$ cat src/rtl/core/icymd_pkg.sv
// Types and constants shared by the metadata deframer modules.
package icymd_pkg;

    localparam int BYTE_W      = 8;
    localparam int IDX_W       = 10;
    localparam int TLEN_W      = 10;
    localparam int KIND_W      = 2;
    localparam int COUNT_W     = 16;
    localparam int REM_W       = 12;
    localparam int CFG_W       = 16;
    localparam int QUEUE_DEPTH = 3;
    localparam int QPTR_W      = 2;
    localparam int QCNT_W      = 2;

    localparam logic [COUNT_W-1:0] INTERVAL_RESET = 16'd8192;
    localparam logic [BYTE_W-1:0]  CHAR_NUL   = 8'h00;
    localparam logic [BYTE_W-1:0]  CHAR_QUOTE = 8'h27;
    localparam logic [BYTE_W-1:0]  CHAR_SEMI  = 8'h3B;
    localparam int                 BLOCK_SHIFT = 4;

    typedef enum logic [KIND_W-1:0] {
        KIND_AUDIO = 2'd0,
        KIND_TITLE = 2'd1,
        KIND_READ  = 2'd2
    } kind_t;

    typedef enum logic [1:0] {
        PH_AUDIO  = 2'd0,
        PH_LENGTH = 2'd1,
        PH_META   = 2'd2
    } phase_t;

    typedef enum logic [1:0] {
        SC_SEEK  = 2'd0,
        SC_TITLE = 2'd1,
        SC_QUOTE = 2'd2,
        SC_DONE  = 2'd3
    } scan_t;

    typedef enum logic [0:0] {
        CFG_ENABLE   = 1'b0,
        CFG_INTERVAL = 1'b1
    } cfg_idx_t;

    typedef struct packed {
        kind_t              kind;
        logic [BYTE_W-1:0]  data;
        logic [TLEN_W-1:0]  length;
    } result_t;

endpackage

$ cat src/rtl/core/icymd_result_queue.sv
// Three-word result queue between the core pipeline and the output channel.
module icymd_result_queue
    import icymd_pkg::*;
(
    input  logic              clk,
    input  logic              rst_n,
    input  logic              push,
    input  result_t           push_word,
    input  logic              pop,
    output logic [QCNT_W-1:0] count,
    output result_t           head
);

    result_t           slot_reg [QUEUE_DEPTH];
    logic [QPTR_W-1:0] wr_ptr_reg, wr_ptr_next;
    logic [QPTR_W-1:0] rd_ptr_reg, rd_ptr_next;
    logic [QCNT_W-1:0] count_reg, count_next;

    function automatic logic [QPTR_W-1:0] ptr_inc(input logic [QPTR_W-1:0] p);
        ptr_inc = (p == QPTR_W'(QUEUE_DEPTH - 1)) ? '0 : p + 1'b1;
    endfunction

    always_comb
    begin
        wr_ptr_next = push ? ptr_inc(wr_ptr_reg) : wr_ptr_reg;
        rd_ptr_next = pop ? ptr_inc(rd_ptr_reg) : rd_ptr_reg;
        count_next  = count_reg;
        if (push && !pop)
        begin
            count_next = count_reg + 1'b1;
        end
        else if (!push && pop)
        begin
            count_next = count_reg - 1'b1;
        end
    end

    always_ff @(posedge clk or negedge rst_n)
    begin
        if (!rst_n)
        begin
            wr_ptr_reg <= '0;
            rd_ptr_reg <= '0;
            count_reg  <= '0;
        end
        else
        begin
            wr_ptr_reg <= wr_ptr_next;
            rd_ptr_reg <= rd_ptr_next;
            count_reg  <= count_next;
        end
    end

    always_ff @(posedge clk)
    begin
        if (push)
        begin
            slot_reg[wr_ptr_reg] <= push_word;
        end
    end

    assign count = count_reg;
    assign head  = slot_reg[rd_ptr_reg];

endmodule

$ cat config.mk
export PLATFORM = sky130hd
export DESIGN_NAME = icymd_result_queue
export DESIGN_NICKNAME = d
export VERILOG_FILES = /design/src/rtl/core/icymd_pkg.sv /design/src/rtl/core/icymd_result_queue.sv
export SDC_FILE = /design/constraint.sdc
export NUM_CORES = 1
export LEC_CHECK = 0
export BUFFER_PORTS_ARGS = -buffer_cell sky130_fd_sc_hd__buf_2
export CAP_MARGIN = 15
export CORE_MARGIN = 2
export CORE_UTILIZATION = 45
export CTS_BUF_LIST = sky130_fd_sc_hd__clkbuf_16
export CTS_CLUSTER_DIAMETER = 80
export DETAILED_ROUTE_END_ITERATION = 12
export HOLD_SLACK_MARGIN = 0.15
export PLACE_DENSITY = 0.67
export SYNTH_ARGS = -nofsm -noshare
export SYNTH_HDL_FRONTEND = slang
export SYNTH_SLANG_ARGS = --single-unit
$ cat constraint.sdc
create_clock -name clk -period 5.6 [get_ports clk]
set_clock_uncertainty 0.2 [all_clocks]
set_input_delay 0.84 -clock clk [delete_from_list [all_inputs] [get_ports clk]]
set_output_delay 0.84 -clock clk [all_outputs]
set_load 0.01 [all_outputs]
==> impl_metrics.tcl, run 1 <==
set metrics [dict create \
    run_status "complete, no violations" \
    design_power_total_mw 1.46 \
    critical_path_required_ns 4.56 \
    io_buffers 45 \
    crit_path_max_fanout 12 \
    max_cap_violations 0 \
    fin_cells 282 \
    layout-area-overhead-vs-synth_pct 23.0 \
    number_of_buffers_inserted_during_clock_tree_synthesis 9 \
    drt-total-wl_microns 4020 \
    tritoncts "built" \
    synth.top_cells.by_area "edfxtp_1 72%, mux2i_1 8.4%, dfrtp_1 6.0%, o21ai_1 4.0%, nand2_1 3.3%" \
    grt_usage 0.144 \
    distinct_cell_type_count_of_the_synthesized_netlist 21 \
    firstDrtPassIters 4 \
    mappedNetlistArea_sq_um 2510 \
    clk_root_buffer_cell "clkbuf_16" \
    post-synth-top-area-cell "edfxtp_1" \
    worstSetupStartpointType "flip-flop" \
    detail_route.vias_per_cell 4.73 \
    globalRoute.totalOverflow 0 \
    cts_sinks 66 \
    power-per-cell-area_nw_per_um2 473 \
    timing.slew.headroom 0.259 \
    drc 0 \
    placer_s_final_routability_congestion_estimate 0.702 \
    slowest_stage "dfrtp_1" \
    critPathTopFamily "flip-flops" \
    largest_net_degree_at_the_start_of_global_routing 25 \
    timing.setup.tns_ns 0 \
    ant_nets 0 \
    avgRoutedWirePerCell_microns 14.3 \
    fmax_ghz 0.352 \
    insertion_delay_ns 0.32 \
    largest_register_ff_count 60 \
    grt_pass1_vias 1371 \
    drive_above_1_share 0.310 \
    timing_max_transition_violations_final 0 \
    final.min_clock_period_ns 2.84 \
    postLayoutSetupSlackWorst_ns 2.76 \
    dieWidth_microns 78.7 \
    finish.net_count 230 \
    core.rowCount 27 \
    dp_worst_setup_slack_ns 3.08 \
    avgSynthCellArea_sq_um 16.6 \
    dieHeight_microns 78.7 \
    drt_iter0_markers 93 \
    design.core.area_sq_um 5440 \
    synth.yosys.seq_area_share 0.777 \
    numPlacedInstances 265 \
    clkTransAtPathRegs_ns 0.05 \
    grt_setup_unrepaired "no" \
    layout_worst_path_cycle_share 0.508 \
    yosys_warnings 0 \
    hold_path.class "reg -> reg" \
    post_cts_resize_count 0 \
    final_hold_viol_count 0 \
    antenna_found_initial 0 \
    yosys.area.top_type_share 0.717 \
    vias 1334 \
    postSynthNetCount 176 \
    post-dp-hpwl_microns 2570 \
    critPathBufInv 2 \
    ir_worst_vdd_v 0.000273 \
    synthesis.instances 151 \
    die_area_sq_um 6190 \
    start_util 0.462 \
    setup_viol 0 \
    nFillCells 458 \
    max_slew.worst_pin.slew_ns 1.11 \
    timing.critical_path.to_type "output port" \
    htree_levels 3 \
    crit_type "reg -> out" \
    timing.critical_path.arrival_ns 1.80 \
    antenna_cells_inserted 0 \
    clock_path_buffers 2 \
    io_pins 46 \
    timing.critical_path.cells "buf_4, mux2i_1, o21ai_1, buf_2" \
    grt_pass1_wl_microns 6360 \
    critical_path.max_stage_delay_ns 0.66 \
    power.leakage_nw 1.22 \
    ys_seq_elements 66 \
]
through the flow:
| step | util | hold slack (ns) | cell area (sq um) |
|---|---|---|---|
| after floorplan | - | 0.288 | 2510 |
| after global placement | 0.515 | 0.252 | 2800 |
| after detailed placement | 0.515 | 0.257 | 2800 |
| after CTS | 0.568 | 0.266 | 3090 |
| after global routing | 0.568 | 0.316 | 3090 |
| final | 0.568 | 0.263 | 3090 |
cells in the mapped netlist:
library cell,count
mux2i_1,21
buf_6,1
inv_2,1
edfxtp_1,60
buf_2,2
nand2b_1,1
xnor2_1,1
inv_1,2
xor2_1,2
buf_12,2
nor3_1,1
a21o_1,2
nand2_1,22
ha_1,1
o21ai_1,20
dfrtp_1,6
clkbuf_2,1
nor2_1,2
clkbuf_1,1
nor3b_1,1
o21ai_0,1
layer usage:
metal  part of all wire  wire length (microns)  GRT usage  up-vias
met1               0.45                   1820      0.173      616
met5                  0                      0          0        -
li1                   -                      -          -      672
met2               0.47                   1880      0.222       39
met3              0.055                    223     0.0455        7
met4              0.024                     95     0.0947        0
area by class of cell:
class / count / area (sq um) / area share
repair buffers: 50 / 265 / 0.0859
flip-flops and latches: 66 / 1950 / 0.632
clock buffers: 9 / 225 / 0.0729
inverters: 3 / 11.3 / 0.00365
multi-input cells: 75 / 490 / 0.159
well taps: 72 / 90.1 / 0.0292
clock inverters: 7 / 55.1 / 0.0178
cells in the final DEF (no fill, tap or decap):
cell type      instances
bufinv_16              1
nand2b_1               1
nor2_2                 1
dfrtp_1                6
buf_4                  4
nor3b_2                1
o21ai_0                1
o21ai_1               20
buf_2                 45
a21o_1                 2
nor3_2                 1
nor2_1                 1
inv_1                  6
edfxtp_1              60
xnor2_1                1
dlygate4sd3_1          1
clkinv_2               2
ha_1                   1
xor2_1                 2
mux2i_1               21
inv_2                  1
nand2_1               22
clkbuf_16              9
worst paths after layout:
| check | start | end | slack (ns) | cells after the start |
|---|---|---|---|---|
| min | count[1] | count[1] | 0.26 | 1 |
| max in group asynchronous | rst_n | rd_ptr_reg[0] | 4.38 | 2 |
| max reg2reg | wr_ptr_reg[0] | slot_reg[1][14] | 3.68 | 2 |
| min reg2reg | count[1] | count[1] | 0.26 | 1 |
| min in group asynchronous | rst_n | count[1] | 0.67 | 2 |
| max | rd_ptr_reg[0] | head[1] | 2.76 | 4 |
repair_timing:
| action | 4_1_cts | 5_1_grt |
|---|---|---|
| hold buffers | 1 | 0 |
| hold endpoints to repair | 6 | 0 |
| setup buffers | 0 | 0 |
where the power goes:
part           switching [mW]  internal, mW  total, mW
Combinational           0.156         0.109      0.265
Clock                   0.182         0.335      0.518
Sequential             0.0425         0.636      0.678
worst register-to-register path, cell delays in order, from the launching register on:
cell and delay, ns:
dfrtp_1 0.41, nand2_1 0.08, nor2_2 0.84
logic make-up (layout without fill, tap and decap cells):
group           after synthesis  count (layout)  share of synthesized area
mux                          21              21                     0.0837
xor+xnor                      3               3                     0.0105
flops                        66              66                      0.777
simple gates                 27              27                     0.0434
compound gates               23              23                     0.0478
buf+inv                      10              69                     0.0324
fa+ha+maj                     1               1                    0.00498
Note: power is estimated with default switching activity, not from simulation.
==> run 2: changes to the inputs <==
- clock period: 5.6 -> 2.8 ns (I/O delays scaled with it)
==> run 2 against run 1 <==
  * Non-clock buffer count increased by 25
  * Critical path type unchanged
  * Routed wire length increased by 8.4%
  * Final cell count increased by 8.9%
  * Global-route usage increased by 0.78 points
==> impl_metrics.tcl, run 2 (same netlist as run 1, synthesis figures left out) <==
set metrics [dict create \
    r2r_cells 3 \
    dieHeight_microns 78.7 \
    drc 0 \
    power_switching_share 0.255 \
    grt_pass1_vias 1423 \
    critical_path_required_ns 2.18 \
    grt_pass1_wl_microns 6870 \
    globalRoute.totalOverflow 0 \
    hold_path.class "in -> async" \
    dp_worst_setup_slack_ns 0.879 \
    tritoncts "built" \
    design.core.area_sq_um 5440 \
    clkTransAtPathRegs_ns 0.05 \
    numPlacedInstances 269 \
    number_of_buffers_inserted_during_clock_tree_synthesis 9 \
    insertion_delay_ns 0.32 \
    ant_nets 0 \
    core.rowCount 27 \
    internal_power_mw 2.29 \
    firstDrtPassIters 4 \
    run_status "complete, no violations" \
    post-dp-hpwl_microns 2740 \
    cts_setup_buffers 0 \
    worst_r2r_startpoint "wr_ptr_reg[0]" \
    most_common_cell_after_layout_fill_and_taps_aside "edfxtp_1" \
    timing.slew.headroom 0.611 \
    setup_viol 0 \
    post_cts_resize_count 0 \
    clkPwrFrac 0.372 \
    power.leakage_nw 1.34 \
    worstSetupStartpointType "flip-flop" \
    fin_cells 307 \
    antenna_found_initial 0 \
    crit_path_max_fanout 18 \
    mostFrequentLayoutCells "60 x edfxtp_1, 45 x buf_2, 22 x nand2_1, 22 x dlygate4sd3_1, 21 x mux2i_1" \
    avgRoutedWirePerCell_microns 14.2 \
    timing.critical_path.to_type "output port" \
    dieWidth_microns 78.7 \
    fmax_ghz 0.445 \
    drive_above_1_share 0.302 \
    grt_setup_unrepaired "no" \
    largest_register_ff_count 60 \
    ir_worst_vdd_v 0.000550 \
    finish.net_count 255 \
    layout-area-overhead-vs-synth_pct 33.8 \
    layout_worst_path_cycle_share 0.803 \
    part_of_the_total_power_dissipated_in_combinational_logic 0.193 \
    timing.critical_path.arrival_ns 1.63 \
    power-per-cell-area_nw_per_um2 916 \
    die_area_sq_um 6190 \
    largest_net_degree_at_the_start_of_global_routing 22 \
    max_cap_violations 0 \
    power_switching_mw 0.786 \
    reg2reg_to "slot_reg[1][2]" \
    timing_max_transition_violations_final 0 \
    max_slew.worst_pin.slew_ns 0.584 \
    crit_type "reg -> out" \
    cts_sinks 66 \
    antenna_cells_inserted 0 \
    detail_route.vias_per_cell 4.75 \
    start_util 0.462 \
    htree_levels 3 \
    io_buffers 45 \
    drt_iter0_markers 96 \
    clk_root_buffer_cell "clkbuf_16" \
    clock_path_buffers 2 \
    vias 1457 \
    design_power_total_mw 3.08 \
    timing.setup.tns_ns 0 \
    setup.reg_to_reg.worst_slack_ns 1.02 \
    post-route-util 0.618 \
    drt-total-wl_microns 4360 \
    cp-startpoint "rd_ptr_reg[1]" \
    critPathCapture "head[14]" \
    io_pins 46 \
    placer_s_final_routability_congestion_estimate 0.736 \
    p_seq_frac 0.436 \
    postLayoutSetupSlackWorst_ns 0.553 \
    final_hold_viol_count 0 \
    final.min_clock_period_ns 2.25 \
    grt_usage 0.151 \
]
## run 2: cell count changes in the layout (fill, tap and decap cells not counted)
cell / delta
dlygate4sd3_1: +21
buf_4: +4
inv_1: -2
bufinv_16: +1
clkinv_4: +1
## run 2: power groups by stage
stage	sequential (mW)	clock [mW]	combinational, mW
floorplan	1.35	0	0.374
global placement	1.35	0	0.573
detailed placement	1.36	0	0.579
CTS	1.34	1.16	0.605
global route	1.36	1.20	0.657
finish	1.34	1.14	0.593
## run 2: cell type report
type                    instances  area [sq um]
clock buffers                   9           225
multi-input cells              75           490
clock inverters                 7          86.3
repair buffers                 75           505
well taps                      72          90.1
inverters                       3          11.3
fillers                       412          2080
flip-flops and latches         66          1950
## run 2: worst max-delay path, stage by stage, from the launching register on
cell and delay, ns:
dfrtp_1 0.71, buf_4 0.29, nand2_1 0.06, o21ai_1 0.09, buf_2 0.15
## run 2: worst min-delay path by stage
stage / startpoint / end / cells past startpoint
after CTS: rst_n / count[0] / 2
after detailed placement: rst_n / count[1] / 1
after global placement: rst_n / count[1] / 1
final: rst_n / rd_ptr_reg[0] / 2
after floorplan: rst_n / count[0] / 0
after global routing: count[1] / count[1] / 1
## run 2: routing by layer
metal | wire (microns) | vias to the layer above | GRT usage
met3 | 176 | 9 | 0.0352
met4 | 93 | 0 | 0.0789
li1 | - | 716 | -
met2 | 2130 | 43 | 0.250
met1 | 1960 | 689 | 0.186
met5 | 0 | - | 0
## run 2: what timing repair did
item,in CTS,in global routing
hold buffers,22,0
endpoints found under the hold margin,67,0
setup endpoints to repair,0,0
## run 2: through the flow
step | hold slack, ns | cell area [sq um]
final | 0.265 | 3360
after global routing | 0.287 | 3360
after CTS | 0.246 | 3360
after detailed placement | 0.0564 | 2830
after global placement | 0.0546 | 2830
after floorplan | -0.0756 | 2510
==> run 3: changes to the inputs <==
- ABC_AREA: default -> 1
- clock period: 2.8 -> 2.2 ns (I/O delays scaled with it)
==> run 3 against run 2 <==
  * Area after synthesis shrank 2.1%
  * Cell area shrank 0.41%
  * Combinational power up 87%
  * Largest cell class unchanged
  * Critical path type unchanged
  * Die area down 2.0%
  * Largest power group unchanged
  * Register-to-register slack worse by 0.42 ns
==> impl_metrics.tcl, run 3 <==
set metrics [dict create \
    use_met2 0.274 \
    synth.top_cells.by_count "69 x nand2_1, 60 x edfxtp_1, 23 x nand3_1, 9 x inv_1, 6 x dfrtp_1" \
    globalRouteMet1Util 0.190 \
    max_cap_violations 0 \
    post-synth-top-area-cell "edfxtp_1" \
    timing.critical_path.cells "nor2_2, buf_4, nand2_1, nand3_1, buf_2" \
    power-per-cell-area_nw_per_um2 1260 \
    drt-total-wl_microns 4670 \
    timing.slew.headroom 0.836 \
    dieWidth_microns 77.9 \
    timing.critical_path.to_type "output port" \
    timing.setup.tns_ns 0 \
    placer_s_final_routability_congestion_estimate 0.678 \
    postSynthNetCount 208 \
    drive_above_1_share 0.277 \
    drc 0 \
    vias 1609 \
    hold_path.class "in -> async" \
    tritoncts "built" \
    insertion_delay_ns 0.32 \
    number_of_buffers_inserted_during_clock_tree_synthesis 9 \
    synth.top_cells.by_area "edfxtp_1 73%, nand2_1 11%, dfrtp_1 6.1%, nand3_1 4.7%, inv_1 1.4%" \
    mostFrequentLayoutCells "69 x nand2_1, 60 x edfxtp_1, 45 x buf_2, 23 x nand3_1, 23 x dlygate4sd3_1" \
    yosys.area.top_type_share 0.733 \
    largest_net_degree_at_the_start_of_global_routing 17 \
    start_util 0.475 \
    post_cts_resize_count 0 \
    clkPwrFrac 0.333 \
    antenna_cells_inserted 0 \
    setup.reg_to_reg.worst_slack_ns 0.60 \
    critPathTopFamily "flip-flops" \
    detail_route.vias_per_cell 4.72 \
    synth_top_flop_cell "edfxtp_1" \
    synth_async_sr_flop_share 0.0909 \
    clock_path_buffers 2 \
    layout_worst_path_cycle_share 0.879 \
    part_of_the_total_power_dissipated_in_combinational_logic 0.265 \
    dieHeight_microns 77.9 \
    crit_type "reg -> out" \
    synth_enable_flop_cells 60 \
    avgRoutedWirePerCell_microns 13.7 \
    critPathBufInv 2 \
    hold-worst-slack_ns 0.160 \
    setup_viol 0 \
    internal_power_mw 2.93 \
    power_switching_share 0.304 \
    clk_root_buffer_cell "clkbuf_16" \
    critical_path_required_ns 1.67 \
    postPlaceCellArea_sq_um 2810 \
    globalRoute.totalOverflow 0 \
    finish.instance_area_sq_um 3350 \
    power_switching_mw 1.28 \
    avgSynthCellArea_sq_um 13.4 \
    nFillCells 376 \
    htree_levels 3 \
    yosys_warnings 0 \
    io_buffers 45 \
    clkTransAtPathRegs_ns 0.06 \
    timing.critical_path.arrival_ns 1.40 \
    met3_usage 0.0581 \
    firstDrtPassIters 4 \
    critical_path.max_stage_delay_ns 0.42 \
    max_slew.worst_pin.slew_ns 0.246 \
    layout-area-overhead-vs-synth_pct 36.2 \
    final_hold_viol_count 0 \
    ys_seq_elements 66 \
    grt_usage 0.167 \
    register_area_sq_um 1950 \
    antenna_found_initial 0 \
    fmax_ghz 0.517 \
    power.leakage_nw 1.38 \
    largest_register_ff_count 60 \
    core.rowCount 26 \
    mappedNetlistArea_sq_um 2460 \
    cts_sinks 66 \
    ant_nets 0 \
    multiInputGateArea_sq_um 435 \
    grt_pass1_vias 1582 \
    distinct_cell_type_count_of_the_synthesized_netlist 14 \
    slowest_stage "dfrtp_1" \
    run_status "complete, no violations" \
    p_seq_frac 0.402 \
    die_area_sq_um 6070 \
    grt_setup_unrepaired "no" \
    post-synth-top-count-cell "nand2_1" \
    most_common_cell_after_layout_fill_and_taps_aside "nand2_1" \
    timing_max_transition_violations_final 0 \
    synth.yosys.seq_area_share 0.794 \
    ir_worst_vdd_v 0.000816 \
    post-dp-hpwl_microns 2860 \
    final.min_clock_period_ns 1.93 \
    grt_pass1_wl_microns 7310 \
    io_pins 46 \
    worstSetupStartpointType "flip-flop" \
    drt_iter0_markers 139 \
    finish.net_count 291 \
    design.core.area_sq_um 5170 \
    post-route-util 0.647 \
    synthesis.instances 183 \
    busiest_layer "met2" \
    crit_path_max_fanout 13 \
]
## run 3: worst reg2reg max path: stages, from the launching register on
cell	delay [ns]
dfrtp_1	0.37
inv_1	0.12
nand3_1	0.10
inv_1	0.18
buf_4	0.31
## run 3: cells by family (layout without fill, tap and decap cells)
group / count (synthesis) / in the layout / share of synthesized area
and+or+nand+nor: 96 / 96 / 0.161
DFF: 66 / 66 / 0.794
buffers and inverters: 16 / 104 / 0.0295
AOI/OAI and AO/OA: 3 / 3 / 0.00611
adders and majority gates: 1 / 1 / 0.00509
xor gates and xnor gates: 1 / 1 / 0.00356
## run 3: worst paths after layout
kind	from	to	cells past startpoint
max reg2reg	wr_ptr_reg[1]	slot_reg[0][18]	4
max	rd_ptr_reg[1]	head[18]	5
min reg2reg	count[1]	count[1]	2
min in group clk	count[1]	count[1]	2
max in group asynchronous	rst_n	rd_ptr_reg[0]	2
min	rst_n	count[1]	2
## run 3: power groups by stage
stage          clock (mW)  combinational (mW)  sequential (mW)
4_1_cts              1.43                1.14             1.69
6_report             1.40                1.11             1.70
2_1_floorplan           0               0.626             1.72
3_3_place_gp            0                1.09             1.71
3_5_place_dp            0                1.10             1.72
5_1_grt              1.50                1.24             1.71
## run 3: stage by stage
stage	worst slack [ns]	total power, mW	instances
after floorplan	0.261	2.34	183
after global placement	0.648	2.80	302
after detailed placement	0.606	2.82	302
after CTS	0.256	4.26	341
after global routing	0.169	4.45	341
final	0.266	4.22	341
## run 3: what timing repair did
| item | 4_1_cts | 5_1_grt |
|---|---|---|
| buffers inserted | 0 | 0 |
| hold buffers | 23 | 0 |
| endpoints found under the hold margin | 70 | 0 |
## run 3: metal layers
layer | share of wire | up-vias
met5 | 0 | -
li1 | - | 795
met3 | 0.046 | 10
met2 | 0.50 | 41
met4 | 0.024 | 0
met1 | 0.43 | 763
## run 3: final cells by class
cell class,instances,share of cell area
clock inverters,7,0.0236
flip-flops and latches,66,0.583
clock buffers,9,0.0673
multi-input cells,101,0.130
repair buffers,78,0.159
inverters,10,0.0112
well taps,70,0.0262
